==> config.mk <==
export PLATFORM = sky130hd
export DESIGN_NAME = e321q_div_cell
export DESIGN_NICKNAME = d
export VERILOG_FILES = /design/src/hdl/e321q_pkg.sv /design/src/hdl/e321q_div_cell.sv
export SDC_FILE = /design/constraint.sdc
export NUM_CORES = 1
export LEC_CHECK = 0
export ABC_AREA = 1
export BUFFER_PORTS_ARGS = -buffer_cell sky130_fd_sc_hd__buf_2
export CAP_MARGIN = 20
export CORE_ASPECT_RATIO = 1.75
export CORE_MARGIN = 1
export CORE_UTILIZATION = 25
export DETAILED_ROUTE_END_ITERATION = 10
export PLACE_DENSITY = 0.47
export SYNTH_ARGS = -nofsm -noshare
export SYNTH_HDL_FRONTEND = slang
export SYNTH_SLANG_ARGS = --single-unit
==> constraint.sdc <==
create_clock -name clk -period 0.8 [get_ports clk]
set_input_delay 0.2 -clock clk [delete_from_list [all_inputs] [get_ports clk]]
set_output_delay 0.2 -clock clk [all_outputs]
set_load 0.01 [all_outputs]
==> src/hdl/e321q_pkg.sv <==
package e321q_pkg;

	localparam int PART_W    = 34;
	localparam int TRIG_W    = 32;
	localparam int FRAC_BITS = 30;
	localparam int NORM_W    = 32;
	localparam int SQRT_W    = 64;
	localparam int SQRT_STEPS = 32;

	typedef logic signed [PART_W-1:0] part_t;
	typedef logic signed [TRIG_W-1:0] trig_t;

	localparam part_t HALF_PI_Q30 = 34'sd1686629713;
	localparam part_t PI_Q30      = 34'sd3373259426;
	localparam part_t ONE_Q30     = 34'sd1073741824;

	localparam logic [31:0] ATAN_Q30 [32] = '{
		32'h3243F6A8, 32'h1DAC6705, 32'h0FADBAFC, 32'h07F56EA6,
		32'h03FEAB76, 32'h01FFD55B, 32'h00FFFAAA, 32'h007FFF55,
		32'h003FFFEA, 32'h001FFFFD, 32'h000FFFFF, 32'h0007FFFF,
		32'h0003FFFF, 32'h0001FFFF, 32'h0000FFFF, 32'h00007FFF,
		32'h00003FFF, 32'h00001FFF, 32'h00000FFF, 32'h000007FF,
		32'h000003FF, 32'h000001FF, 32'h000000FF, 32'h0000007F,
		32'h0000003F, 32'h0000001F, 32'h0000000F, 32'h00000008,
		32'h00000004, 32'h00000002, 32'h00000001, 32'h00000000
	};

	typedef struct packed {
		logic  flip;
		part_t x;
		part_t y;
		part_t z;
	} cordic_lane_t;

	// lanes: 0 roll, 1 pitch, 2 yaw
	typedef cordic_lane_t [2:0] cordic_vec_t;

	typedef part_t [3:0] quat_vec_t;

	typedef struct packed {
		logic [SQRT_W-1:0] rem;
		logic [SQRT_W-1:0] root;
		quat_vec_t         q;
	} sqrt_data_t;

	typedef struct packed {
		logic [3:0]        neg;
		logic              zero;
		logic [NORM_W-1:0] norm;
	} div_side_t;

endpackage

==> src/hdl/e321q_div_cell.sv <==
module e321q_div_cell #(
	parameter int NW   = 48,
	parameter int QB   = 15,
	parameter int STEP = 0
) (
	input  logic                       clk,
	input  logic                       arst_n,
	input  logic                       en,
	input  logic                       vld_i,
	input  logic [3:0][NW-1:0]         rem_i,
	input  logic [3:0][QB-1:0]         quo_i,
	input  e321q_pkg::div_side_t       side_i,
	output logic                       vld_o,
	output logic [3:0][NW-1:0]         rem_o,
	output logic [3:0][QB-1:0]         quo_o,
	output e321q_pkg::div_side_t       side_o
);
	import e321q_pkg::*;

	localparam int K = QB - 1 - STEP;

	logic [NW-1:0]         dsh;
	logic [3:0][NW-1:0]    rem_n;
	logic [3:0][QB-1:0]    quo_n;
	logic                  vld_q;
	logic [3:0][NW-1:0]    rem_q;
	logic [3:0][QB-1:0]    quo_q;
	div_side_t             side_q;

	always_comb begin
		dsh = NW'(side_i.norm) << K;
		for (int l = 0; l < 4; l++) begin
			rem_n[l] = rem_i[l];
			quo_n[l] = quo_i[l];
			if (rem_i[l] >= dsh) begin
				rem_n[l]    = rem_i[l] - dsh;
				quo_n[l][K] = 1'b1;
			end
		end
	end

	always_ff @(posedge clk or negedge arst_n) begin
		if (!arst_n) begin
			vld_q <= 1'b0;
		end else if (en) begin
			vld_q <= vld_i;
		end
	end

	always_ff @(posedge clk) begin
		if (en) begin
			rem_q  <= rem_n;
			quo_q  <= quo_n;
			side_q <= side_i;
		end
	end

	assign vld_o  = vld_q;
	assign rem_o  = rem_q;
	assign quo_o  = quo_q;
	assign side_o = side_q;

endmodule

==> results of run 1 <==
cell usage after synthesis (all sizes together):
master,number,area share (%)
dfrtp,1,0.12
nor4,8,0.24
fa,4,0.38
buf,24,1.3
nor2,274,5.2
nand4,38,1.4
edfxtp,289,41
nand2,1326,24
nor3,24,0.78
a21oi,95,2.6
nand3,130,3.3
mux2,1,0.053
xnor2,5,0.21
xor2,59,2.4
or2,4,0.12
inv,479,8.5
o21ai,33,0.78
o211ai,3,0.11
clkinv,2,0.035
nand3b,7,0.25
ha,128,7.5
a21o,1,0.035
o21bai,7,0.25
how the worst max path moves through the flow:
stage | endpoint | cells after the start | slack [ns] | startpoint
after floorplan | quo_o[44]$_SDFFCE_PP1P_ | 9 | -1.09 | side_i[23]
after global placement | rem_o[191]$_DFFE_PP_ | 12 | -2.02 | side_i[23]
after detailed placement | rem_o[191]$_DFFE_PP_ | 13 | -2.06 | side_i[25]
after CTS | rem_o[132]$_DFFE_PP_ | 19 | -1.11 | side_i[15]
after global routing | rem_o[111]$_DFFE_PP_ | 20 | -1.20 | side_i[11]
final | rem_o[81]$_DFFE_PP_ | 15 | -1.12 | side_i[15]
per-layer routing:
| layer | vias up | wire [um] |
|---|---|---|
| met2 | 701 | 57100 |
| met5 | - | 53 |
| met3 | 203 | 4660 |
| li1 | 12700 | - |
| met4 | 8 | 6470 |
| met1 | 11600 | 40300 |
through the flow:
| stage | setup TNS (ns) | util (%) | hold WS [ns] | instance area [sq um] |
|---|---|---|---|---|
| floorplan | -150.00 | - | -0.0956 | 21400 |
| global placement | -321.00 | 37.0 | -0.0213 | 31100 |
| detailed placement | -323.38 | 37.0 | -0.0207 | 31100 |
| CTS | -311.91 | 46.2 | 0.000599 | 38900 |
| global route | -324.07 | 48.2 | 0.0124 | 40500 |
| finish | -301.63 | 48.2 | 0.0362 | 40500 |
area by class of cell:
type	instances	area share [%]
Multi-Input combinational cell	2148	34.7
Clock buffer	35	1.95
Antenna cell	5	0.0309
Inverter	481	4.64
Tap cell	1072	3.31
Clock inverter	21	0.491
Timing Repair Buffer	1711	33.4
Sequential cell	290	21.5
logic make-up (layout without fill, tap and decap cells):
| kind of cell | count (synthesis) | in the layout | share of synthesized area (%) |
|---|---|---|---|
| simple gates | 1811 | 1812 | 34.9 |
| buf+inv | 505 | 2248 | 9.78 |
| flops | 290 | 290 | 41.0 |
| compound gates | 139 | 139 | 3.73 |
| fa+ha+maj | 132 | 132 | 7.93 |
| xor+xnor | 64 | 64 | 2.64 |
| mux | 1 | 1 | 0.0531 |
| other cells | 0 | 5 | 0 |
state kept, by name (all words and copies together), names as in the netlist:
register,flops
vld_o,1
quo_o,60
rem_o,192
side_o,37
repair_timing:
item / CTS / global route
endpoints found under the setup margin: 430 / 430
resized for setup: 608 / 486
pin swaps: 185 / 206
cloned: 22 / 0
setup buffers: 110 / 45
hold buffers: 274 / 0
hold endpoints to repair: 279 / 0
power by group through the flow:
stage / clock network [mW] / logic [mW] / registers (mW)
2_1_floorplan: 0 / 7.40 / 20.7
3_3_place_gp: 0 / 19.0 / 19.9
3_5_place_dp: 0 / 19.0 / 19.9
4_1_cts: 15.3 / 23.4 / 19.6
5_1_grt: 15.7 / 27.2 / 19.7
6_report: 14.7 / 25.2 / 19.6
==> results.toml, run 1 <==
[outcome]
status = "complete, but fails checks"
violations = "negative setup slack"

[sta]
max_freq_mhz = 521
finClkSkew_ns = 0
setup_viol = 430
finalCritPeriodShare_pct = 240
layout_setup_ws_ns = -1.12
fin_crit_ns = 1.92
relSlewSlack_pct = 69.6
slew_violations = 0
tightestPinTransition_ns = 0.454
hold_viol = 0
rsz0062_at_grt = "true"

[critical_path]
r2r_end = "vld_o$_DFFE_PN0P_"
end_kind = "flop"
slowest_stage = "nor3_4"
cp.required_ns = 1.28
r2r_slack_ns = 0.06
critPathTopFamily = "buffers and inverters"
slowest_delay_ns = 0.34
r2r_cells = 1
cp.arrival_ns = 2.40
cp_max_fo = 5
r2r-start = "vld_o$_DFFE_PN0P_"
path_buf_inv = 7
cp_common_cell = "buf_6"
timing_worst_setup_path_type = "in2reg"
path_cells = "buf_8 -> clkinvlp_4 -> buf_6 -> ha_4 -> nand2_4 -> nor2_4 -> inv_2 -> nor3_4 -> nand3_4 -> buf_6 -> nand4_4 -> buf_6 -> buf_8 -> nand2_2 -> nand2_1"
start_kind = "input pin"

[worst_hold_path]
hold_depth = 2
hold_end = "rem_o[65]$_DFFE_PP_"
hold_start = "en"
hold_path_class = "in2reg"

[clock_tree]
clockRootBuffer = "clkbuf_16"
clk_latency_ns = 0.61
cts_buffers = 31
cts_sinks = 290
tritoncts = "yes"
path_clk_slew_ns = 0.08
htree_levels = 1
clock_path_buffers = 3

[floorplan]
io_pins = 583
core_area_sq_um = 84200
die-area_sq_um = 86100
die_x_um = 222
initial_utilization_pct = 25.2
row_count = 141
die_height_um = 387

[pwr]
comb_power_share_pct = 42.3
finalPower_mw = 59.5
power.density_nw_per_um2 = 1470
p_int_mw = 39.0
clkPwrFrac_pct = 24.7
ir_drop_mv = 1.68
switchingPower_mw = 20.5
p_sw_share_pct = 34.4
pwr-share-seq_pct = 32.9
leakage_nw = 20.4

[drt]
routedWlPerCell_um = 18.8
drt-pass1-iter-count = 6
first_iter_violations = 1019
vias = 25200
drt_wl_total_um = 109000
drc = 0
detail-route-antenna-nets = 0
via_per_inst = 4.38

[placed_design]
place.gp.congestion = 0.976
port_buffers = 582
hpwl_um = 86000
place_ws_ns = -2.06
place_inst = 5283

[layout]
multi_input_area_sq_um = 14100
regArea_sq_um = 8700
fill_cells = 8161
final_common_cell = "nand2_1"
layout_common_cells = "861 x nand2_1, 711 x buf_4, 559 x buf_2"
drive_gt1_share_pct = 48.7
area_delta_synth_final_pct = 91.1
fin_nets = 5088
fin_cells = 5763

[global_route]
top_usage_layer = "met2"
grt_pass1_wl_um = 156000
grt_pass1_vias = 26000
grt_overflow = 0
grt_max_degree = 26
antenna_found_initial = 14
grtUsageMet3_pct = 3.14
use_met2_pct = 47.0
grt_use_met1_pct = 25.7
grt_usage_pct = 24.6

[run]
maxCapViolations = 0

[logic_synthesis]
syn_avg_cell_area_sq_um = 7.21
yosys_warnings = 0
netlist_area_sq_um = 21200
synthCells = 2942
ys_ff_latch = 290
yosysSeqAreaShare_pct = 41.0
synth_fp_nets = 3367
yosysUniqueCellTypes = 32
No activity file was read; power rests on OpenSTA's default activity.
==> run 2: changes to the inputs <==
--- a/config.mk
+++ b/config.mk
@@ -12,7 +12,7 @@
 export CORE_MARGIN = 1
 export CORE_UTILIZATION = 25
 export DETAILED_ROUTE_END_ITERATION = 10
-export PLACE_DENSITY = 0.47
+export PLACE_DENSITY = 0.45
 export SYNTH_ARGS = -nofsm -noshare
 export SYNTH_HDL_FRONTEND = slang
 export SYNTH_SLANG_ARGS = --single-unit
==> constraint.sdc (replaced) <==
create_clock -name clk -period 1.9 [get_ports clk]
set_input_delay 0.475 -clock clk [delete_from_list [all_inputs] [get_ports clk]]
set_output_delay 0.475 -clock clk [all_outputs]
set_load 0.01 [all_outputs]
==> results.toml, run 2 (synthesized netlist as in run 1, its figures left out) <==
[outcome]
status = "complete, but fails checks"
violations = "negative setup slack"

[layout]
layout_common_cells = "987 x nand2_1, 697 x buf_4, 568 x buf_2"
fill_cells = 8647
fin_nets = 4786
area_delta_synth_final_pct = 74.6
drive_gt1_share_pct = 48.7
final_common_cell = "nand2_1"
largest_reg_flops = 192
fin_util_pct = 44.0
multi_input_area_sq_um = 13500
regArea_sq_um = 8700

[sta]
max_freq_mhz = 451
finClkSkew_ns = 0
layout_setup_ws_ns = -0.320
finalCritPeriodShare_pct = 117
slew_violations = 0
rsz0062_at_grt = "true"
setup_viol = 140
relSlewSlack_pct = 74.9
tightestPinTransition_ns = 0.374
fin_crit_ns = 2.22
hold_viol = 0

[critical_path]
cp_max_fo = 5
path_buf_inv = 5
cp.arrival_ns = 2.66
timing_worst_setup_path_type = "in2reg"
path_cells = "buf_8 -> clkinvlp_4 -> ha_1 -> nand2_1 -> nor2_1 -> nand2_2 -> nor2_4 -> nand3_4 -> buf_6 -> nand4_4 -> buf_8 -> clkbuf_16 -> nand2_2 -> nand2_1"
slowest_stage = "ha_1"
slowest_delay_ns = 0.40
r2r-start = "vld_o$_DFFE_PN0P_"
r2r_end = "vld_o$_DFFE_PN0P_"
critPathTopFamily = "simple AND/OR/NAND/NOR gates"
r2r_cells = 1
start_kind = "input pin"
cp.required_ns = 2.34
end_kind = "flop"
r2r_slack_ns = 1.13

[global_route]
grt_max_degree = 51
grt_pass1_wl_um = 149000
grt_pass1_vias = 24400
antenna_found_initial = 21
grt_overflow = 0
grt_usage_pct = 23.6

[clock_tree]
clock_path_buffers = 3
clockRootBuffer = "clkbuf_16"
clk_latency_ns = 0.58
htree_levels = 2
tritoncts = "yes"
cts_sinks = 290
cts_buffers = 34
path_clk_slew_ns = 0.07

[drt]
vias = 24100
drt_wl_total_um = 105000
routedWlPerCell_um = 19.2
via_per_inst = 4.41
drt-pass1-iter-count = 5
drc = 0
detail-route-antenna-nets = 0
first_iter_violations = 839

[pwr]
leakage_nw = 18.9
ir_drop_mv = 0.748
power.density_nw_per_um2 = 679

[worst_hold_path]
hold_depth = 1
hold_path_class = "in2reg"
hold_end = "quo_o[18]$_DFFE_PP_"
hold_start = "quo_i[18]"

[floorplan]
core_area_sq_um = 84200
die-area_sq_um = 86100
initial_utilization_pct = 25.2
io_pins = 583
row_count = 141
die_x_um = 222
die_height_um = 387

[placed_design]
place.gp.congestion = 0.936
place_ws_ns = -1.32
port_buffers = 582
hpwl_um = 85100

[run]
maxCapViolations = 0
-- run 2: cell types whose count changed in the layout (fill, tap and decap cells not counted), moves of 14 or more --
cell | previous run | this run
nand2_1 | 861 | 987
nand2_4 | 131 | 68
nand2_2 | 334 | 271
dlygate4sd3_1 | 274 | 1
buf_6 | 75 | 53
buf_4 | 711 | 697
inv_1 | 409 | 424
-- run 2: how the worst max path moves through the flow --
stage                          start                       to  slack [ns]  cells after the start
after floorplan           side_i[23]  quo_o[44]$_SDFFCE_PP1P_       -0.27                      9
after global placement     side_i[5]     rem_o[186]$_DFFE_PP_       -1.26                     16
after detailed placement   side_i[5]     rem_o[180]$_DFFE_PP_       -1.32                     16
after CTS                 side_i[12]      rem_o[81]$_DFFE_PP_       -0.27                     15
after global routing       side_i[9]      rem_o[42]$_DFFE_PP_       -0.38                     15
final                     side_i[22]      rem_o[19]$_DFFE_PP_       -0.32                     14
-- run 2: area by class of cell --
cell class	instances	share of cell area (%)
antenna	5	0.0338
inverter	481	5.03
tap	1072	3.62
multi-input combinational	2150	36.6
timing repair buffer	1404	28.0
clock buffer	39	2.52
sequential	290	23.5
clock inverter	21	0.736
-- run 2: power by group --
| part | leakage, nW | switching (mW) | total, mW | internal [mW] |
|---|---|---|---|---|
| registers | 2.84 | 0.241 | 8.21 | 7.97 |
| clock network | 0.579 | 3.02 | 7.29 | 4.26 |
| logic | 15.5 | 5.24 | 9.65 | 4.41 |
-- run 2: repair_timing --
item	CTS	global route
buffers inserted	73	46
endpoints found under the hold margin	1	0
pin swaps	108	165
gates cloned	10	8
setup endpoints to repair	140	140
gates resized for setup	392	439
hold buffers	1	0
-- run 2: layer usage --
layer	GRT usage, %	vias up	wire (um)
li1	-	12100	-
met1	24.0	11000	38000
met2	45.2	734	54800
met3	3.85	245	5230
met4	12.8	14	7030
met5	0	-	83
-- run 2: per-stage QoR --
step | TNS, ns | instance area [sq um] | std cells | total power, mW | hold WS (ns)
3_5_place_dp | -161.60 | 31000 | 5265 | 16.4 | 0.259
5_1_grt | -38.67 | 37000 | 5459 | 26.4 | 0.0367
4_1_cts | -24.27 | 34900 | 5408 | 24.6 | 0.0248
3_3_place_gp | -157.31 | 31000 | 5265 | 16.4 | 0.251
2_1_floorplan | -34.50 | 21400 | 2942 | 11.8 | 0.179
6_report | -28.48 | 37000 | 5462 | 25.1 | 0.0642
