$ cat src/hdl/e321q_pkg.sv
package e321q_pkg;

	localparam int PART_W    = 34;
	localparam int TRIG_W    = 32;
	localparam int FRAC_BITS = 30;
	localparam int NORM_W    = 32;
	localparam int SQRT_W    = 64;
	localparam int SQRT_STEPS = 32;

	typedef logic signed [PART_W-1:0] part_t;
	typedef logic signed [TRIG_W-1:0] trig_t;

	localparam part_t HALF_PI_Q30 = 34'sd1686629713;
	localparam part_t PI_Q30      = 34'sd3373259426;
	localparam part_t ONE_Q30     = 34'sd1073741824;

	localparam logic [31:0] ATAN_Q30 [32] = '{
		32'h3243F6A8, 32'h1DAC6705, 32'h0FADBAFC, 32'h07F56EA6,
		32'h03FEAB76, 32'h01FFD55B, 32'h00FFFAAA, 32'h007FFF55,
		32'h003FFFEA, 32'h001FFFFD, 32'h000FFFFF, 32'h0007FFFF,
		32'h0003FFFF, 32'h0001FFFF, 32'h0000FFFF, 32'h00007FFF,
		32'h00003FFF, 32'h00001FFF, 32'h00000FFF, 32'h000007FF,
		32'h000003FF, 32'h000001FF, 32'h000000FF, 32'h0000007F,
		32'h0000003F, 32'h0000001F, 32'h0000000F, 32'h00000008,
		32'h00000004, 32'h00000002, 32'h00000001, 32'h00000000
	};

	typedef struct packed {
		logic  flip;
		part_t x;
		part_t y;
		part_t z;
	} cordic_lane_t;

	// lanes: 0 roll, 1 pitch, 2 yaw
	typedef cordic_lane_t [2:0] cordic_vec_t;

	typedef part_t [3:0] quat_vec_t;

	typedef struct packed {
		logic [SQRT_W-1:0] rem;
		logic [SQRT_W-1:0] root;
		quat_vec_t         q;
	} sqrt_data_t;

	typedef struct packed {
		logic [3:0]        neg;
		logic              zero;
		logic [NORM_W-1:0] norm;
	} div_side_t;

endpackage

$ cat src/hdl/e321q_cordic_cell.sv
module e321q_cordic_cell #(
	parameter int STAGE = 0
) (
	input  logic                    clk,
	input  logic                    arst_n,
	input  logic                    en,
	input  logic                    vld_i,
	input  e321q_pkg::cordic_vec_t  d_i,
	output logic                    vld_o,
	output e321q_pkg::cordic_vec_t  d_o
);
	import e321q_pkg::*;

	localparam part_t ATAN_STEP = $signed({2'b00, ATAN_Q30[STAGE]});

	part_t       xs [3];
	part_t       ys [3];
	cordic_vec_t nxt;
	logic        vld_q;
	cordic_vec_t d_q;

	always_comb begin
		nxt = d_i;
		for (int l = 0; l < 3; l++) begin
			xs[l] = d_i[l].x >>> STAGE;
			ys[l] = d_i[l].y >>> STAGE;
			if (!d_i[l].z[PART_W-1]) begin
				nxt[l].x = d_i[l].x - ys[l];
				nxt[l].y = d_i[l].y + xs[l];
				nxt[l].z = d_i[l].z - ATAN_STEP;
			end else begin
				nxt[l].x = d_i[l].x + ys[l];
				nxt[l].y = d_i[l].y - xs[l];
				nxt[l].z = d_i[l].z + ATAN_STEP;
			end
		end
	end

	always_ff @(posedge clk or negedge arst_n) begin
		if (!arst_n) begin
			vld_q <= 1'b0;
		end else if (en) begin
			vld_q <= vld_i;
		end
	end

	always_ff @(posedge clk) begin
		if (en) begin
			d_q <= nxt;
		end
	end

	assign vld_o = vld_q;
	assign d_o   = d_q;

endmodule

$ cat config.mk
export PLATFORM = sky130hd
export DESIGN_NAME = e321q_cordic_cell
export DESIGN_NICKNAME = d
export VERILOG_FILES = /design/src/hdl/e321q_pkg.sv /design/src/hdl/e321q_cordic_cell.sv
export SDC_FILE = /design/constraint.sdc
export NUM_CORES = 1
export LEC_CHECK = 0
export ABC_AREA = 0
export CELL_PAD_IN_SITES_DETAIL_PLACEMENT = 1
export CELL_PAD_IN_SITES_GLOBAL_PLACEMENT = 1
export CORE_ASPECT_RATIO = 1.25
export CORE_UTILIZATION = 35
export CTS_CLUSTER_DIAMETER = 100
export DETAILED_ROUTE_END_ITERATION = 7
export DONT_BUFFER_PORTS = 1
export GPL_TIMING_DRIVEN = 0
export HOLD_SLACK_MARGIN = 0.12
export PLACE_DENSITY_LB_ADDON = 0.1
export SLEW_MARGIN = 20
export SYNTH_ARGS = -nofsm -noshare
export SYNTH_HDL_FRONTEND = slang
export SYNTH_SLANG_ARGS = --single-unit
export TNS_END_PERCENT = 20
$ cat constraint.sdc
create_clock -name clk -period 1.05 [get_ports clk]
set_input_delay 0.0525 -clock clk [delete_from_list [all_inputs] [get_ports clk]]
set_output_delay 0.0525 -clock clk [all_outputs]
set_load 0.005 [all_outputs]
==> results of run 1 <==
where the power goes:
| part | internal, mW | total (mW) | leakage (nW) | switching [mW] |
|---|---|---|---|---|
| logic | 9.16 | 21.0 | 13.4 | 11.8 |
| registers | 16.4 | 18.1 | 3.01 | 1.70 |
| clock network | 7.61 | 13.3 | 0.583 | 5.71 |
flip-flops by register name, summed over array words and instances (netlist names):
register and cells:
d_o 306, vld_o 1
cells in the mapped netlist, types with 50 or more instances:
master,number
a21oi_1,414
ha_1,384
inv_1,331
edfxtp_1,306
nor2_1,287
xnor2_1,228
o21ai_0,226
nand2_1,175
a21o_1,116
clkbuf_1,94
o21bai_1,91
nor3_1,72
nand3_1,50
metal layers:
metal / part of all wire, % / wire [µm]
met5: 0 / 0
met4: 4.5 / 6180
met3: 7.4 / 10300
met2: 50 / 69000
met1: 38 / 53100
critical path, delay by kind of cell:
| kind | cells | cell delay (ns) |
|---|---|---|
| AOI/OAI and AO/OA | 5 | 1.27 |
| and+or+nand+nor | 4 | 0.93 |
| adders and majority gates | 2 | 0.51 |
| xor gates and xnor gates | 1 | 0.12 |
per-stage QoR:
step                      util [%]  TNS (ns)  cell area, µm²
after floorplan                  -   -283.95           31300
after global placement        38.2   -442.01           32800
after detailed placement      38.2   -444.56           32800
after CTS                     46.5   -257.85           39900
after global routing          48.6   -270.04           41700
final                         48.6   -270.90           41700
layout make-up:
class / instances / area [µm²]
repair buffers: 449 / 4220
clock buffers: 47 / 1020
clock inverters: 20 / 188
inverters: 347 / 1530
fillers: 9586 / 44000
well taps: 1159 / 1450
flip-flops and latches: 307 / 9210
multi-input cells: 2722 / 23200
plain buffers: 125 / 832
logic make-up after synthesis:
logic type | after synthesis | synth area share (%)
mux | 39 | 1.29
compound gates | 1181 | 24.6
xor+xnor | 272 | 7.85
simple gates | 834 | 13.1
buf+inv | 487 | 6.14
fa+ha+maj | 396 | 16.6
flops | 307 | 30.4
how the worst max path moves through the flow:
stage	endpoint	cells past startpoint	start
after floorplan	d_o[67]	12	d_i[39]
after global placement	d_o[197]	13	d_i[171]
final	d_o[197]	12	d_i[137]
after detailed placement	d_o[197]	13	d_i[171]
after global routing	d_o[197]	12	d_i[144]
after CTS	d_o[305]	14	d_i[241]
what timing repair did:
item | 4_1_cts | 5_1_grt
setup buffers | 168 | 87
endpoints found under the setup margin | 558 | 567
resized for setup | 610 | 255
gates cloned | 3 | 1
hold buffers | 198 | 8
pin swaps | 256 | 243
hold endpoints to repair | 534 | 386
==> out/qor.csv, run 1 <==
stage;metric;value;unit
place;number of buffer cells added on primary ports;0;
setup_path;Worst Reg2Reg Path Length in Cells;1;
final_layout;fin nets;4699;
global_route;initial antenna violation count;0;
die;Initial Util;35.4;%
setup_path;startpoint type of the worst setup path;input pin;
setup_path;source of the worst register-to-register timing path;vld_o;
routing;wire length per cell after detailed routing;26.8;µm
global_route;met1 capacity usage during global routing;33.4;%
global_route;global-route track usage on met3;8.95;%
global_route;highest-utilization routing layer at the global route stage;met2;
sta;Setup-failing EPs final;527;
sta;crit path setup slack, layout;-1.54;ns
routing;routed via count divided by cell count;5.71;
final_layout;P&R area growth vs syn;37.4;%
sta;Final Slew Violations;166;
synth;cell count after synthesis;3516;
die;number of top-level pins;623;
cts;total CTS buffers;38;
cts;clock buffer depth;3;
setup_path;Max FO, Critical Path;4;
cts;TritonCTS clock tree;yes;
place;routability congestion estimate;0.934;
routing;total wire length;139000;µm
place;detailed-placement wirelength estimate;102000;µm
routing;number of antenna-violating nets in the routed design;0;
synth;leading register cell type out of synthesis;edfxtp_1;
hold_path;Min-Delay Path Depth;0;
synth;FFs w/ async S/R, synth;0.326;%
setup_path;internal reg-to-reg setup slack;0.29;ns
sta;tightest slew margin relative to the limit;-38.9;%
outcome;violated checks;negative hold slack, max-slew violations, negative setup slack;
sta;Post-Route Hold Slack;-0.408;ns
synth;sequential element share of the synthesized area;30.4;%
die;DIE AREA;87900;µm²
setup_path;Crit Reg-Reg Endpoint;vld_o;
cts;H-tree levels;2;
global_route;met2 Use GR;53.7;%
setup_path;arrival time at the worst endpoint;2.90;ns
die;die width;265;µm
cts;insertion delay to the later sink of the worst-skew pair;0.57;ns
setup_path;endpoint type of the worst setup path;flip-flop;
global_route;vias in the first global route;31800;
die;placeable core area;85700;µm²
sta;clock tree skew after final layout;0;ns
setup_path;worst path required time;1.37;ns
global_route;remaining global-route overflow;0;
synth;Warnings, synthesis;0;
final_layout;Finished Layout Cells;5176;
sta;f_max;387;MHz
job;Max-cap violations;0;
synth;unique cell type count in the Yosys netlist;84;
synth;largest area contributor in the synthesized netlist;edfxtp_1;
place;post-placement cell count;4675;
sta;number of endpoints with negative hold slack in the final report;65;
setup_path;max incr delay on CP;0.44;ns
final_layout;commonest non-fill, non-tap cells in the layout;a21oi_1 (321), ha_1 (318), edfxtp_1 (306), inv_1 (298), nor2_1 (269);
cts;CTS clk-pin slew, worst paths;0.05;ns
hold_path;endpoint of the worst hold path;d_o[188];
die;die outline height;331;µm
die;count of standard-cell rows;120;
hold_path;Worst Hold Class;in2reg;
sta;unrepaired setup endpoints after global routing;true;
power;leakage power total;17.0;nW
synth;post-synthesis register bit count;307;
final_layout;share of final-layout standard cells stronger than drive strength 1;23.0;%
cts;number of sinks on the clock net;307;
synth;total standard cell area after synthesis;30300;µm²
routing;initial detailed-routing violation count;1471;
outcome;outcome;finished with violations;
power;power density over the cells;1260;nW/µm²
routing;number of design rule violations left after detail routing;0;
sta;slew of the pin with the lowest slew margin;2.08;ns
routing;Initial DRT Pass Iterations;5;
global_route;pin count of the biggest net entering global routing;308;
synth;number of flops mapped to enable cells by yosys;306;
setup_path;critical path's slowest cell;a221o_2;
setup_path;cell breakdown of the critical path;ha_4 > fa_2 > nor2b_4 > o21ai_4 > a2111oi_4 > or3b_4 > a221o_2 > a21bo_4 > a211oi_4 > nor4_2 > nor3_2 > xnor2_1;
sta;final worst path period share;246;%
power;Max IR drop VDD;1.07;mV
synth;Post-Synthesis Mean Instance Area;8.63;µm²
setup_path;path type of the worst setup path;in2reg;
place;worst-case setup slack after placement;-3.08;ns
hold_path;worst hold path startpoint;en;
synth;cell types with the largest area share after synthesis;edfxtp_1 (30%), ha_1 (16%), a21oi_1 (6.8%), xnor2_1 (6.6%), inv_1 (4.1%);
synth;Synth top area share;30.3;%
global_route;first-pass GRT wire length;203000;µm
global_route;overall fraction of global-route tracks in use;30.2;%
sta;minimum period implied by the final worst setup slack;2.59;ns
routing;via count;29500;
power;PnR Total Power;52.4;mW
cts;Root Buffer Master;clkbuf_16;
final_layout;commonest non-fill, non-tap cell in the layout;a21oi_1;
synth;number of nets produced by synthesis;4225;
final_layout;antenna fix cells;0;
(Power assumes the default switching activity.)
==> inputs of run 2 (changes only) <==
--- a/config.mk
+++ b/config.mk
@@ -10,13 +10,14 @@
 export CELL_PAD_IN_SITES_GLOBAL_PLACEMENT = 1
 export CORE_ASPECT_RATIO = 1.25
 export CORE_UTILIZATION = 35
+export CTS_BUF_LIST = sky130_fd_sc_hd__clkbuf_4
 export CTS_CLUSTER_DIAMETER = 100
 export DETAILED_ROUTE_END_ITERATION = 7
 export DONT_BUFFER_PORTS = 1
 export GPL_TIMING_DRIVEN = 0
 export HOLD_SLACK_MARGIN = 0.12
 export PLACE_DENSITY_LB_ADDON = 0.1
-export SLEW_MARGIN = 20
+export SLEW_MARGIN = 15
 export SYNTH_ARGS = -nofsm -noshare
 export SYNTH_HDL_FRONTEND = slang
 export SYNTH_SLANG_ARGS = --single-unit
==> run 2 against run 1 <==
- the run still ends with negative hold slack, max-slew violations, negative setup slack left
- cell count up 6.7%
- clock skew is the same
- clock-buffer cell count grew 64
- sequential cell count did not move
- critical path depth up 1
- sequential power barely moved
- sequential share of layout area is 1.5 points lower
- global-route usage up 1.2 points
- first-iteration DRC count fell by 6.7%
- critical path type unchanged
- highest routed layer is now met5
==> out/qor.csv, run 2 (synthesis results as in run 1) <==
stage;metric;value;unit;change
final_layout;P&R area growth vs syn;47.7;%;
outcome;violated checks;negative hold slack, max-slew violations, negative setup slack;;
global_route;overall fraction of global-route tracks in use;31.4;%;+1.2 points
sta;final worst path period share;217;%;-29 points
die;Initial Util;35.4;%;unchanged
setup_path;Max FO, Critical Path;5;;+1
global_route;initial antenna violation count;8;;+8
die;number of top-level pins;623;;unchanged
sta;f_max;438;MHz;+13%
die;DIE AREA;87900;µm²;unchanged
die;die outline height;331;µm;unchanged
cts;total CTS buffers;86;;+130%
power;PnR Total Power;53.4;mW;+1.9%
global_route;vias in the first global route;33500;;+5.5%
sta;Final Slew Violations;176;;+6.0%
setup_path;internal reg-to-reg setup slack;0.26;ns;-0.03 ns
cts;H-tree levels;3;;+1
sta;tightest slew margin relative to the limit;-41.4;%;-2.5 points
power;relative contribution of the clock network to total power;23.1;%;-2.3 points
setup_path;worst path required time;1.69;ns;+0.32 ns
die;count of standard-cell rows;120;;unchanged
sta;crit path setup slack, layout;-1.23;ns;+0.305 ns
power;net switching power;20.5;mW;+6.3%
routing;Initial DRT Pass Iterations;5;;unchanged
setup_path;path type of the worst setup path;in2reg;;
sta;number of endpoints with negative hold slack in the final report;217;;+230%
place;detailed-placement wirelength estimate;102000;µm;unchanged
outcome;outcome;finished with violations;;
final_layout;number of flip-flops in the largest register;306;;unchanged
routing;routed via count divided by cell count;5.66;;-0.82%
sta;Setup-failing EPs final;580;;+10%
die;placeable core area;85700;µm²;unchanged
power;combinational fraction of design power;43.0;%;+2.9 points
setup_path;startpoint type of the worst setup path;input pin;;
sta;minimum period implied by the final worst setup slack;2.28;ns;-0.305 ns
routing;total wire length;147000;µm;+6.1%
sta;Post-Route Hold Slack;-0.738;ns;-0.330 ns
routing;via count;31300;;+5.9%
sta;clock tree skew after final layout;0;ns;unchanged
place;routability congestion estimate;0.934;;unchanged
final_layout;commonest non-fill, non-tap cell in the layout;dlygate4sd3_1;;
global_route;pin count of the biggest net entering global routing;308;;unchanged
global_route;remaining global-route overflow;0;;unchanged
sta;final-layout setup total negative slack;-285.17;ns;-14.26 ns
setup_path;arrival time at the worst endpoint;2.93;ns;+0.03 ns
power;cell internal pwr;32.9;mW;-0.62%
routing;number of antenna-violating nets in the routed design;0;;unchanged
cts;clock buffer depth;3;;unchanged
power;Seq pwr share;33.9;%;-0.6 points
final_layout;fin nets;4999;;+6.4%
power;switching power share of the total;38.3;%;+1.6 points
power;Max IR drop VDD;0.835;mV;-22%
place;number of buffer cells added on primary ports;0;;unchanged
cts;CTS clk-pin slew, worst paths;0.07;ns;+0.02 ns
power;leakage power total;18.7;nW;+10%
hold_path;Worst Hold Class;in2reg;;
place;worst-case setup slack after placement;-3.08;ns;unchanged
cts;Root Buffer Master;clkbuf_4;;
sta;slew of the pin with the lowest slew margin;2.12;ns;+0.0375 ns
cts;TritonCTS clock tree;yes;;
cts;number of sinks on the clock net;307;;unchanged
die;die width;265;µm;unchanged
final_layout;Core Util, Final;52.3;%;+3.7 points
job;Max-cap violations;0;;unchanged
final_layout;share of final-layout standard cells stronger than drive strength 1;26.8;%;+3.8 points
final_layout;commonest non-fill, non-tap cells in the layout;dlygate4sd3_1 (366), ha_1 (318), edfxtp_1 (306), inv_1 (292), a21oi_1 (290);;
sta;unrepaired setup endpoints after global routing;true;;
power;power density over the cells;1190;nW/µm²;-5.2%
routing;wire length per cell after detailed routing;26.6;µm;-0.65%
global_route;first-pass GRT wire length;211000;µm;+4.0%
routing;initial detailed-routing violation count;1372;;-6.7%
cts;insertion delay to the later sink of the worst-skew pair;0.86;ns;+0.29 ns
routing;number of design rule violations left after detail routing;0;;unchanged
setup_path;endpoint type of the worst setup path;flip-flop;;
## run 2: cell count changes in the layout (fill, tap and decap cells not counted), moves of 13 or more
cell	delta
a21oi_1	-31
a21oi_2	+32
dlygate4sd3_1	+169
dlymetal6s4s_1	+24
clkbuf_4	+109
clkbuf_1	-14
buf_4	+44
clkinv_1	+15
clkbuf_2	+13
clkbuf_16	-40
## run 2: worst max-delay path: stages
cell,delay (ns)
clkinvlp_4,0.09
ha_4,0.30
nor2b_4,0.05
o311ai_4,0.26
a21o_1,0.28
a31oi_4,0.15
a311o_2,0.47
a2111oi_4,0.29
buf_4,0.21
o31ai_4,0.10
a2111oi_4,0.36
o31ai_2,0.12
xor2_1,0.19
## run 2: final cells by class
class	instances	area [µm²]
Buffer	123	860
Timing Repair Buffer	703	6740
Antenna cell	11	27.5
Inverter	347	1530
Tap cell	1159	1450
Multi-Input combinational cell	2722	23900
Clock inverter	42	320
Sequential cell	307	9210
Clock buffer	111	833
Fill cell	9572	40900
## run 2: path summary, 6_finish.rpt
check,cells past startpoint,from,to
min in group asynchronous,3,arst_n,vld_o
worst min-delay path,0,en,d_o[188]
worst max-delay path,13,d_i[241],d_o[273]
worst min register to register,1,vld_o,vld_o
max in group asynchronous,3,arst_n,vld_o
worst max register to register,1,vld_o,vld_o
## run 2: repair_timing
action | in CTS | in global routing
endpoints found under the setup margin | 542 | 573
gates resized for setup | 624 | 461
hold buffers | 359 | 123
setup buffers | 188 | 127
pin swaps | 267 | 307
cloned | 4 | 1
hold endpoints to repair | 614 | 573
## run 2: through the flow
stage	instance area, µm²	cells
floorplan	31300	3516
global placement	32800	4675
detailed placement	32800	4675
CTS	41700	5360
global route	44800	5520
finish	44800	5525
## run 2: power by group through the flow
stage                     logic [mW]  clock network, mW  registers (mW)
after global routing            24.4               13.4            18.2
after global placement          14.8                  0            18.3
after detailed placement        15.0                  0            18.3
final                           23.0               12.3            18.1
after floorplan                 10.8                  0            17.3
after CTS                       19.9               12.8            18.1
## run 2: metal layers
metal / part of all wire, % / vias up / GRT usage, %
li1: - / 14300 / -
met2: 50 / 1027 / 55.4
met5: 0.018 / - / 0
met3: 7.6 / 373 / 9.43
met1: 38 / 15600 / 34.2
met4: 4.8 / 4 / 14.6
