[config.mk]
export PLATFORM = sky130hd
export DESIGN_NAME = e321q_sqrt_cell
export DESIGN_NICKNAME = d
export VERILOG_FILES = /design/src/hdl/e321q_pkg.sv /design/src/hdl/e321q_sqrt_cell.sv
export SDC_FILE = /design/constraint.sdc
export NUM_CORES = 1
export LEC_CHECK = 0
export ABC_CLOCK_PERIOD_IN_PS = 1200
export BUFFER_PORTS_ARGS = -buffer_cell sky130_fd_sc_hd__buf_2
export CORE_AREA = 3 3 204 206
export CTS_BUF_LIST = sky130_fd_sc_hd__clkbuf_2 sky130_fd_sc_hd__clkbuf_4 sky130_fd_sc_hd__clkbuf_8
export CTS_CLUSTER_SIZE = 16
export DETAILED_ROUTE_END_ITERATION = 8
export DIE_AREA = 0 0 207 209
export PLACE_DENSITY_LB_ADDON = 0.08
export SLEW_MARGIN = 25
export SYNTH_ARGS = -nofsm -noshare
export SYNTH_HDL_FRONTEND = slang
export SYNTH_SLANG_ARGS = --single-unit
[constraint.sdc]
create_clock -name clk -period 1.2 [get_ports clk]
set_clock_uncertainty 0.15 [all_clocks]
set_input_delay 0.18 -clock clk [delete_from_list [all_inputs] [get_ports clk]]
set_output_delay 0.18 -clock clk [all_outputs]
set_load 0.02 [all_outputs]
[src/hdl/e321q_pkg.sv]
package e321q_pkg;

	localparam int PART_W    = 34;
	localparam int TRIG_W    = 32;
	localparam int FRAC_BITS = 30;
	localparam int NORM_W    = 32;
	localparam int SQRT_W    = 64;
	localparam int SQRT_STEPS = 32;

	typedef logic signed [PART_W-1:0] part_t;
	typedef logic signed [TRIG_W-1:0] trig_t;

	localparam part_t HALF_PI_Q30 = 34'sd1686629713;
	localparam part_t PI_Q30      = 34'sd3373259426;
	localparam part_t ONE_Q30     = 34'sd1073741824;

	localparam logic [31:0] ATAN_Q30 [32] = '{
		32'h3243F6A8, 32'h1DAC6705, 32'h0FADBAFC, 32'h07F56EA6,
		32'h03FEAB76, 32'h01FFD55B, 32'h00FFFAAA, 32'h007FFF55,
		32'h003FFFEA, 32'h001FFFFD, 32'h000FFFFF, 32'h0007FFFF,
		32'h0003FFFF, 32'h0001FFFF, 32'h0000FFFF, 32'h00007FFF,
		32'h00003FFF, 32'h00001FFF, 32'h00000FFF, 32'h000007FF,
		32'h000003FF, 32'h000001FF, 32'h000000FF, 32'h0000007F,
		32'h0000003F, 32'h0000001F, 32'h0000000F, 32'h00000008,
		32'h00000004, 32'h00000002, 32'h00000001, 32'h00000000
	};

	typedef struct packed {
		logic  flip;
		part_t x;
		part_t y;
		part_t z;
	} cordic_lane_t;

	// lanes: 0 roll, 1 pitch, 2 yaw
	typedef cordic_lane_t [2:0] cordic_vec_t;

	typedef part_t [3:0] quat_vec_t;

	typedef struct packed {
		logic [SQRT_W-1:0] rem;
		logic [SQRT_W-1:0] root;
		quat_vec_t         q;
	} sqrt_data_t;

	typedef struct packed {
		logic [3:0]        neg;
		logic              zero;
		logic [NORM_W-1:0] norm;
	} div_side_t;

endpackage

[src/hdl/e321q_sqrt_cell.sv]
module e321q_sqrt_cell #(
	parameter int STEP = 0
) (
	input  logic                   clk,
	input  logic                   arst_n,
	input  logic                   en,
	input  logic                   vld_i,
	input  e321q_pkg::sqrt_data_t  d_i,
	output logic                   vld_o,
	output e321q_pkg::sqrt_data_t  d_o
);
	import e321q_pkg::*;

	localparam logic [SQRT_W-1:0] BIT = 64'd1 << (62 - 2 * STEP);

	logic [SQRT_W-1:0] trial;
	sqrt_data_t        nxt;
	logic              vld_q;
	sqrt_data_t        d_q;

	always_comb begin
		trial = d_i.root + BIT;
		nxt   = d_i;
		if (d_i.rem >= trial) begin
			nxt.rem  = d_i.rem - trial;
			nxt.root = (d_i.root >> 1) + BIT;
		end else begin
			nxt.root = d_i.root >> 1;
		end
	end

	always_ff @(posedge clk or negedge arst_n) begin
		if (!arst_n) begin
			vld_q <= 1'b0;
		end else if (en) begin
			vld_q <= vld_i;
		end
	end

	always_ff @(posedge clk) begin
		if (en) begin
			d_q <= nxt;
		end
	end

	assign vld_o = vld_q;
	assign d_o   = d_q;

endmodule

==> impl_metrics.csv, run 1 <==
group,metric,value,unit
drt,via_count,13146,
yosys,synth-compound-area-share,13.21,%
timing,relSlewSlack,66.62,%
finish,most-common-layout-cells,"buf_4, buf_2, dlygate4sd3_1",
timing,total_of_endpoints_with_negative_setup_slack_in_the_final_report,331,
drt,drt_pre_antenna_iters,5,
worst_setup_path,max_stage_delay,0.34,ns
yosys,synthAdderAreaFrac,6.219,%
drt,wl,55.95,mm
worst_setup_path,crit_path_max_fanout,7,
worst_setup_path,worst_r2r_startpoint,"vld_o",
worst_setup_path,crit_required,1.41,ns
timing,maxSlewViolCount,0,
drt,drt_iter0_drc,562,
timing,worst_slew_pin_slew,0.4997,ns
place,numPortBuffers,532,
worst_setup_path,cpMaxStageDelayCell,"fa_2",
worst_setup_path,r2r_setup_slack,0.29,ns
yosys,synth_enable_flop_cells,264,
yosys,synth_simple_gate_area_share,8.239,%
finish,finish.cell_count_without_fillers,2797,
cts,cts_buffers,47,
place,place_hpwl,39.63,mm
timing,final_cycle_utilization_of_the_critical_path,215.0,%
drt,drtAntennaViolNets,0,
min_path,hp-start,"d_i[137]",
global_routing,grt_max_degree,45,
place,place_inst,2413,
worst_setup_path,rr_worst_depth,1,
place,gp_congestion,0.8538,
worst_setup_path,worst_setup_sp_type,"input pin",
finish,drive_above_1_share,51.26,%
yosys,synth.yosys.seq_area_share,60.26,%
global_routing,total_gr_overflow,0,
yosys,syn-mean-instance-area,12.49,µm²
finish,finish.net_count,2565,
run,maxcap_violations,0,
worst_setup_path,crit-reg2reg-capture,"vld_o",
timing,max_freq,387.5,MHz
finish,multi_input_area,5879,µm²
finish,layout-area-overhead-vs-synth,95.22,%
yosys,count_of_state_elements_after_synthesis,265,
min_path,worst_hold_path_type,"in -> reg",
status,status,"finished, violations left",
worst_setup_path,arrival_time_of_data_at_the_critical_path_endpoint,2.79,ns
die,top_level_ports,533,
yosys,synth_cell_types,68,
cts,h-tree-depth,2,
yosys,synth_top_family_by_area,"compound AO/OA/AOI/OAI gates",
worst_setup_path,path_common_cell,"buf_12",
timing,timing.final.crit_period,2.580,ns
yosys,yosysWarnings,0,
die,initial_core_utilization,33.14,%
min_path,worstHoldPathCells,2,
finish,seq_area,7953,µm²
worst_setup_path,timing.critical_path.from,"d_i[200]",
yosys,synthesis.area,13200,µm²
die,chipHeight,209,µm
global_routing,grt_pass1_wl,81.10,mm
power_and_ir_drop,leakage,11.45,nW
power_and_ir_drop,vdd.ir_drop.worst,0.9792,mV
die,die_outline_area,43260,µm²
cts,clk_root_buffer_cell,"clkbuf_8",
timing,timing.hold.ws,-0.3065,ns
die,coreArea,39820,µm²
drt,drt-wirelength-per-cell,20.00,µm
yosys,async_reset_ff_share,0.3774,%
cts,clock_insertion_delay_worst_skew,0.62,ns
timing,setup_repair_after_global_routing_missed_its_margin,"true",
global_routing,track_usage,23.95,%
min_path,worst_hold_path.endpoint,"d_o[136]",
cts,cts_sinks,265,
yosys,netlist_instances,1057,
status,failed_checks,"negative hold slack, negative setup slack",
global_routing,grt_pass1_vias,14022,
cts,clk_transition_reported_paths,0.06,ns
yosys,post_synth_xor_area_fraction,3.716,%
finish,post-route-util,64.70,%
worst_setup_path,critical_path_class,"in -> reg",
die,chipWidth,207,µm
worst_setup_path,crit_path_end_kind,"flip-flop",
yosys,postSynth.topFlopCell,"edfxtp_1",
finish,fillCellCount,3189,
global_routing,initial_antenna_violation_count,10,
drt,remaining_drc_errors,0,
drt,route.detailed.vias_per_inst,4.700,
die,row_count,73,
yosys,syn-num-nets,1390,
timing,hold_violations,2,
cts,cts.path.max_buffers,3,
cts,tritoncts,"yes",
timing,setup_ws_final,-1.380,ns
yosys,yosys-mux-area-fraction,4.513,%
worst_setup_path,timing.critical_path.cells,"buf_12, inv_12, ha_4, fa_2, nand2b_4, a21oi_4, o21ai_4, o21ba_4, a31oi_4, o211ai_1, a31oi_4, buf_12, buf_12, clkbuf_16, mux2_4",
finish,leading_cell_type_in_the_layout_fill_and_taps_excluded,"buf_4",
power_and_ir_drop,cellPowerDensity,1193,nW/µm²
==> metrics by stage <==
| stage | TNS, ns | cell area (µm²) | worst slack, ns | total power [mW] |
|---|---|---|---|---|
| 6_report | -160.27 | 25760 | -1.380 | 30.73 |
| 3_3_place_gp | -146.02 | 19270 | -2.296 | 19.44 |
| 2_1_floorplan | -110.29 | 13450 | -1.735 | 15.71 |
| 4_1_cts | -171.68 | 24440 | -1.337 | 29.85 |
| 5_1_grt | -180.43 | 25760 | -1.444 | 32.18 |
| 3_5_place_dp | -145.76 | 19270 | -2.293 | 19.48 |
==> report_power, final <==
group	total [mW]	switching [mW]	internal (mW)
logic	10.7	4.90	5.77
clock network	8.31	3.85	4.46
registers	11.8	0.448	11.3
==> logic make-up (layout without fill, tap and decap cells) <==
| kind of cell | count (synthesis) | in the layout |
|---|---|---|
| and+or+nand+nor | 223 | 223 |
| xor gates and xnor gates | 56 | 56 |
| adders and majority gates | 65 | 65 |
| AOI/OAI and AO/OA | 272 | 272 |
| DFF | 265 | 265 |
| muxes | 53 | 53 |
| buffers and inverters | 123 | 1333 |
| other | 0 | 5 |
==> worst max-delay path by stage <==
stage / endpoint / slack, ns / cells after the start
3_3_place_gp: d_o[217] / -2.30 / 14
5_1_grt: d_o[222] / -1.44 / 15
3_5_place_dp: d_o[216] / -2.29 / 14
4_1_cts: d_o[222] / -1.34 / 15
2_1_floorplan: d_o[218] / -1.74 / 13
6_report: d_o[239] / -1.38 / 15
==> cell type report <==
type	instances	area share [%]
timing repair buffer	1162	38.86
inverter	87	1.335
sequential	265	30.87
multi-input combinational	669	22.82
antenna	5	0.04856
tap	525	2.550
clock inverter	19	0.4613
clock buffer	65	3.059
==> worst max-delay path, delay by kind of cell <==
family,cells,cell delay (ns)
fa+ha+maj,2,0.50
buf+inv,5,0.57
simple gates,1,0.16
compound gates,6,1.08
mux,1,0.29
==> cells in the mapped netlist (all sizes together), types with 3 or more instances <==
cell type / number / area (µm²)
o211ai: 8 / 60.06
and2: 4 / 25.02
a31o: 4 / 35.04
nand4: 21 / 131.4
ha: 64 / 800.8
and4b: 3 / 30.03
xnor2: 39 / 341.6
a221oi: 4 / 53.80
a21o: 41 / 307.8
clkbuf: 25 / 93.84
o21ai: 51 / 255.2
nand2b: 6 / 37.54
a31oi: 6 / 52.55
a211oi: 6 / 45.04
nand2: 69 / 259.0
o21a: 4 / 30.03
o2111ai: 5 / 43.79
a41oi: 3 / 33.79
or2: 3 / 18.77
nor4: 3 / 18.77
buf: 11 / 87.58
and4: 6 / 52.55
nor3: 17 / 90.09
o21bai: 17 / 127.6
xor2: 17 / 148.9
a21boi: 6 / 45.05
nor2b: 7 / 43.79
and3: 4 / 25.02
nand3: 10 / 50.05
nor2: 61 / 231.5
a21oi: 101 / 505.5
inv: 87 / 326.6
edfxtp: 264 / 7928
mux2: 52 / 585.6
==> metal layers <==
layer | track usage, % | vias to the layer above | routed length, µm | share of wire, %
li1 | - | 6315 | - | -
met1 | 27.97 | 6271 | 21950 | 39
met2 | 42.27 | 426 | 28580 | 51
met3 | 6.666 | 122 | 3308 | 5.9
met4 | 8.474 | 12 | 2027 | 3.6
met5 | 0 | - | 81 | 0.14
==> flip-flops by register name, indices dropped and copies added, names as in the netlist <==
name / cells
vld_o: 1
d_o: 264
==> repair_timing <==
item                       CTS  global route
buffers inserted            13            15
setup endpoints to repair  331           331
resized for setup          420           267
hold endpoints to repair   398             5
hold buffers               263             2
pin swaps                   41            38
gates cloned                 2             5
No activity file was read; power rests on OpenSTA's default activity.
==> run 2: changes to the inputs <==
- CORE_AREA: 3 3 204 206 -> 2 2 209 211
- DIE_AREA: 0 0 207 209 -> 0 0 211 213
==> impl_metrics.csv, run 2 (same netlist as run 1, synthesis figures left out) <==
group,metric,value,unit
timing,hold_violations,0,
timing,setup_repair_after_global_routing_missed_its_margin,"true",
timing,timing.final.crit_period,2.518,ns
worst_setup_path,worst_setup_sp_type,"input pin",
global_routing,total_gr_overflow,0,
timing,relSlewSlack,60.04,%
drt,drt_pre_antenna_iters,4,
worst_setup_path,arrival_time_of_data_at_the_critical_path_endpoint,2.72,ns
die,top_level_ports,533,
global_routing,initial_antenna_violation_count,10,
cts,h-tree-depth,2,
timing,maxSlewViolCount,0,
worst_setup_path,timing.critical_path.cells,"buf_12, inv_12, ha_4, fa_2, nand2b_4, a21oi_4, o21ai_4, o21ba_4, a31oi_4, o211ai_1, a31oi_4, buf_12, buf_12, clkbuf_16, mux2_4",
timing,final_cycle_utilization_of_the_critical_path,209.8,%
global_routing,track_usage,22.06,%
global_routing,gr_met3_demand_resource,6.222,%
die,coreArea,42700,µm²
power_and_ir_drop,cellPowerDensity,1199,nW/µm²
place,place_hpwl,38.58,mm
drt,via_count,13127,
finish,most-common-layout-cells,"buf_4, buf_2, dlygate4sd3_1",
timing,setup_ws_final,-1.318,ns
drt,drt-wirelength-per-cell,19.12,µm
finish,largest_reg_flops,264,
worst_setup_path,path_common_cell,"buf_12",
global_routing,global_route.peak_usage_layer,"met2",
global_routing,grt_pass1_vias,13672,
place,post_dp_cell_area,19350,µm²
drt,remaining_drc_errors,0,
finish,seq_area,7953,µm²
cts,cts_hold_buf,268,
global_routing,met2_usage,40.26,%
worst_setup_path,r2r_setup_slack,0.28,ns
cts,clk_root_buffer_cell,"clkbuf_8",
drt,route.detailed.vias_per_inst,4.653,
cts,clk_transition_reported_paths,0.06,ns
power_and_ir_drop,power.clock.fraction,28.0,%
worst_setup_path,critical_path_class,"in -> reg",
global_routing,grt_pass1_wl,75.28,mm
die,chipHeight,213,µm
status,failed_checks,"negative setup slack",
die,die_outline_area,44940,µm²
timing,max_freq,397.2,MHz
finish,final_instance_area,25610,µm²
timing,total_of_endpoints_with_negative_setup_slack_in_the_final_report,331,
worst_setup_path,crit_path_max_fanout,8,
die,row_count,76,
place,gp_congestion,0.8457,
die,initial_core_utilization,30.91,%
finish,multi_input_area,5801,µm²
power_and_ir_drop,switching_power_share_of_the_total,29.61,%
timing,timing.hold.ws,0.01821,ns
worst_setup_path,path_buf_inv,5,
power_and_ir_drop,p_sw,9.094,mW
finish,finish.net_count,2572,
timing,fin_setup_tns,-152.60,ns
finish,leading_cell_type_in_the_layout_fill_and_taps_excluded,"buf_4",
cts,cts_buffers,48,
drt,wl,53.93,mm
power_and_ir_drop,leakage,11.41,nW
worst_setup_path,cpLargestDelayFamily,"compound AO/OA/AOI/OAI gates",
worst_setup_path,max_stage_delay,0.35,ns
power_and_ir_drop,power_report.internal_total,21.62,mW
die,chipWidth,211,µm
global_routing,grt_max_degree,53,
power_and_ir_drop,seqPwrFrac,38.1,%
power_and_ir_drop,vdd.ir_drop.worst,0.9107,mV
cts,cts.path.max_buffers,3,
finish,drive_above_1_share,51.94,%
worst_setup_path,cpMaxStageDelayCell,"fa_2",
drt,drt_iter0_drc,545,
cts,cts_sinks,265,
finish,fillCellCount,3555,
worst_setup_path,crit_path_end_kind,"flip-flop",
cts,clock_insertion_delay_worst_skew,0.60,ns
global_routing,grt_util_met1,24.33,%
status,status,"finished, violations left",
place,place_worst_setup_slack,-2.197,ns
drt,drtAntennaViolNets,0,
min_path,worst_hold_path_type,"in -> reg",
run,maxcap_violations,0,
place,numPortBuffers,532,
timing,worst_slew_pin_slew,0.5981,ns
finish,layout-area-overhead-vs-synth,94.02,%
worst_setup_path,crit_required,1.40,ns
cts,tritoncts,"yes",
power_and_ir_drop,comb_power_share,33.9,%
run 2: cell count changes in the layout (fill, tap and decap cells not counted), moves of 3 or more:
cell           previous run  this run
a21oi_2                  25        28
buf_2                   295       310
buf_4                   320       332
buf_6                   250       230
clkbuf_16                 4         1
clkinv_1                 15         5
dlygate4sd3_1           265       268
ha_1                     36        40
ha_4                     26        20
inv_1                    79        72
inv_2                     5        11
nor2_2                    6         9
o21ai_1                  15        11
o21ai_2                   7        11
run 2: per-stage QoR:
stage               cells  util [%]  power (mW)
floorplan            1057         -       15.71
global placement     2442     45.33       19.43
detailed placement   2442     45.33       19.46
CTS                  2807     57.53       30.20
global route         2819     59.96       32.08
finish               2821     59.97       30.71
run 2: cell type report:
type	count	share of cell area, %
tap	546	2.668
inverter	87	1.354
timing repair buffer	1168	38.58
sequential	265	31.06
multi-input combinational	669	22.65
clock buffer	66	3.132
antenna	7	0.06841
clock inverter	13	0.4838
run 2: timing repair:
action	in CTS	in global routing
gates cloned	4	1
endpoints found under the hold margin	394	1
setup endpoints to repair	331	331
setup buffers	14	10
gates resized for setup	368	286
pin swaps	32	50
run 2: power groups by stage:
stage / clock network (mW) / logic, mW / registers (mW)
2_1_floorplan: 0 / 2.82 / 12.9
3_3_place_gp: 0 / 7.76 / 11.7
3_5_place_dp: 0 / 7.79 / 11.7
4_1_cts: 8.81 / 9.78 / 11.6
5_1_grt: 9.21 / 11.1 / 11.8
6_report: 8.59 / 10.4 / 11.7
run 2: final timing paths:
path | startpoint | to | depth (start not counted)
setup / recovery | d_i[200] | d_o[205] | 15
hold reg to reg | vld_o | vld_o | 1
max in group asynchronous | arst_n | vld_o | 3
min in group asynchronous | arst_n | vld_o | 3
setup reg to reg | vld_o | vld_o | 1
hold / removal | d_i[137] | d_o[201] | 4
run 2: routing by layer:
metal  wire length (µm)  up-vias
met2              27930      431
li1                   -     6334
met1              20530     6259
met4               1796        6
met3               3628       97
met5                 42        -
==> run 3: changes to the inputs <==
- ABC_CLOCK_PERIOD_IN_PS: 1200 -> 2590
- CORE_AREA: 2 2 209 211 -> 3 3 204 206
- DIE_AREA: 0 0 211 213 -> 0 0 207 209
- clock period: 1.2 -> 2.59 ns (I/O delays scaled with it)
==> impl_metrics.csv, run 3 (same netlist as run 1, synthesis figures left out) <==
group,metric,value,unit
status,status,"finished, violations left",
status,failed_checks,"negative setup slack",
global_routing,grt_pass1_vias,13526,
worst_setup_path,critical_path_class,"in -> reg",
power_and_ir_drop,cellPowerDensity,567.4,nW/µm²
place,gp_congestion,0.8477,
die,die_outline_area,43260,µm²
global_routing,total_gr_overflow,0,
die,chipWidth,207,µm
timing,final_cycle_utilization_of_the_critical_path,106.6,%
place,post_dp_cell_area,19030,µm²
finish,most-common-layout-cells,"buf_2, buf_4, edfxtp_1",
cts,cts_sinks,265,
drt,drt_pre_antenna_iters,5,
timing,maxSlewViolCount,0,
finish,leading_cell_type_in_the_layout_fill_and_taps_excluded,"buf_2",
power_and_ir_drop,seqPwrFrac,39.5,%
timing,hold_violations,0,
timing,setup_repair_after_global_routing_missed_its_margin,"true",
timing,setup_ws_final,-0.1715,ns
run,maxcap_violations,0,
worst_setup_path,crit_path_max_fanout,8,
place,place_worst_setup_slack,-1.010,ns
worst_setup_path,cpMaxStageDelayCell,"fa_2",
drt,wl,52.24,mm
finish,finish.net_count,2534,
drt,route.detailed.vias_per_inst,4.649,
power_and_ir_drop,power_report.internal_total,9.358,mW
worst_setup_path,crit_path_end_kind,"flip-flop",
power_and_ir_drop,leakage,10.76,nW
finish,drive_above_1_share,50.80,%
die,row_count,73,
cts,tritoncts,"yes",
worst_setup_path,max_stage_delay,0.34,ns
die,coreArea,39820,µm²
die,initial_core_utilization,33.14,%
die,chipHeight,209,µm
worst_setup_path,arrival_time_of_data_at_the_critical_path_endpoint,2.96,ns
worst_setup_path,timing.critical_path.cells,"buf_12, inv_12, ha_4, fa_2, nand2b_4, a21oi_4, o21ai_4, o21ba_4, a31oi_4, o211ai_1, a31oi_4, buf_6, buf_8, buf_12, mux2_4",
die,top_level_ports,533,
power_and_ir_drop,comb_power_share,32.0,%
cts,cts_buffers,47,
timing,max_freq,362.1,MHz
finish,layout-area-overhead-vs-synth,80.42,%
global_routing,grt_max_degree,56,
global_routing,grt_pass1_wl,78.21,mm
worst_setup_path,worst_setup_sp_type,"input pin",
min_path,worst_hold_path_type,"in -> reg",
timing,worst_slew_pin_slew,0.5267,ns
power_and_ir_drop,switching_power_share_of_the_total,30.74,%
finish,post-route-util,59.79,%
place,place_hpwl,38.56,mm
drt,via_count,12872,
timing,relSlewSlack,64.82,%
finish,largest_reg_flops,264,
timing,timing.final.crit_period,2.762,ns
cts,clk_root_buffer_cell,"clkbuf_8",
cts,h-tree-depth,2,
global_routing,initial_antenna_violation_count,8,
finish,final_instance_area,23810,µm²
timing,total_of_endpoints_with_negative_setup_slack_in_the_final_report,62,
drt,drt-wirelength-per-cell,18.86,µm
drt,drt_iter0_drc,653,
power_and_ir_drop,p_sw,4.153,mW
global_routing,track_usage,23.08,%
power_and_ir_drop,power.clock.fraction,28.5,%
cts,clock_insertion_delay_worst_skew,0.61,ns
drt,remaining_drc_errors,0,
drt,drtAntennaViolNets,0,
cts,cts.path.max_buffers,3,
power_and_ir_drop,vdd.ir_drop.worst,0.3715,mV
cts,clk_transition_reported_paths,0.06,ns
worst_setup_path,crit_required,2.79,ns
place,numPortBuffers,532,
==> run 3: cell types whose count changed in the layout (fill, tap and decap cells not counted), sizes merged <==
cell         delta
buf            -26
clkinv         +13
dlygate4sd3    -10
clkbuf          -7
bufinv          -1
clkinvlp        +1
diode           -1
==> run 3: path summary, 6_finish.rpt <==
| kind | cells past startpoint | slack (ns) | from | endpoint |
|---|---|---|---|---|
| min in group asynchronous | 3 | 0.51 | arst_n | vld_o |
| setup reg to reg | 1 | 1.66 | vld_o | vld_o |
| hold reg to reg | 1 | 0.41 | vld_o | vld_o |
| setup / recovery | 15 | -0.17 | d_i[200] | d_o[233] |
| max in group asynchronous | 3 | 1.67 | arst_n | vld_o |
| hold / removal | 3 | 0.05 | d_i[136] | d_o[200] |
==> run 3: layout make-up <==
cell class / count / area, µm²
flip-flops and latches: 265 / 7953
well taps: 525 / 656.9
repair buffers: 1131 / 8182
clock buffers: 60 / 744.5
fillers: 3470 / 16010
diodes: 6 / 15.01
multi-input cells: 669 / 5761
inverters: 87 / 349.1
clock inverters: 26 / 151.4
==> run 3: timing repair <==
action	in CTS	in global routing
buffers inserted	10	17
gates resized for setup	96	144
pin swaps	30	61
setup endpoints to repair	66	66
cloned	3	0
hold buffers	258	0
endpoints found under the hold margin	258	0
==> run 3: stage by stage <==
step / TNS [ns] / hold WS, ns / total power [mW] / cells
after detailed placement: -60.25 / 0.02239 / 8.978 / 2391
final: -6.682 / 0.05358 / 13.51 / 2769
after floorplan: -32.31 / -0.05709 / 7.279 / 1057
after global placement: -58.52 / 0.01551 / 8.962 / 2391
after CTS: -6.613 / 0.009993 / 13.46 / 2748
after global routing: -11.66 / 0.03297 / 14.17 / 2767
==> run 3: power by group through the flow <==
stage               logic, mW  registers, mW  clock network [mW]
global route             4.64           5.37                4.16
floorplan                1.31           5.97                   0
finish                   4.33           5.34                3.85
global placement         3.55           5.41                   0
detailed placement       3.57           5.41                   0
CTS                      4.14           5.33                3.99
==> run 3: per-layer routing <==
metal  vias up  share of wire (%)  track usage (%)
met2       418                 50            40.21
met1      6087                 40            27.56
li1       6265                  -                -
met3        96                6.2            5.555
met5         -              0.065                0
met4         6                3.3            9.106
==> run 3: critical path: cells and delay by family <==
kind | cells | cell delay [ns]
AO/OA/AOI/OAI | 6 | 1.08
adder cells (fa/ha/maj) | 2 | 0.49
buffers and inverters | 5 | 0.53
multiplexers | 1 | 0.30
AND/OR/NAND/NOR | 1 | 0.16
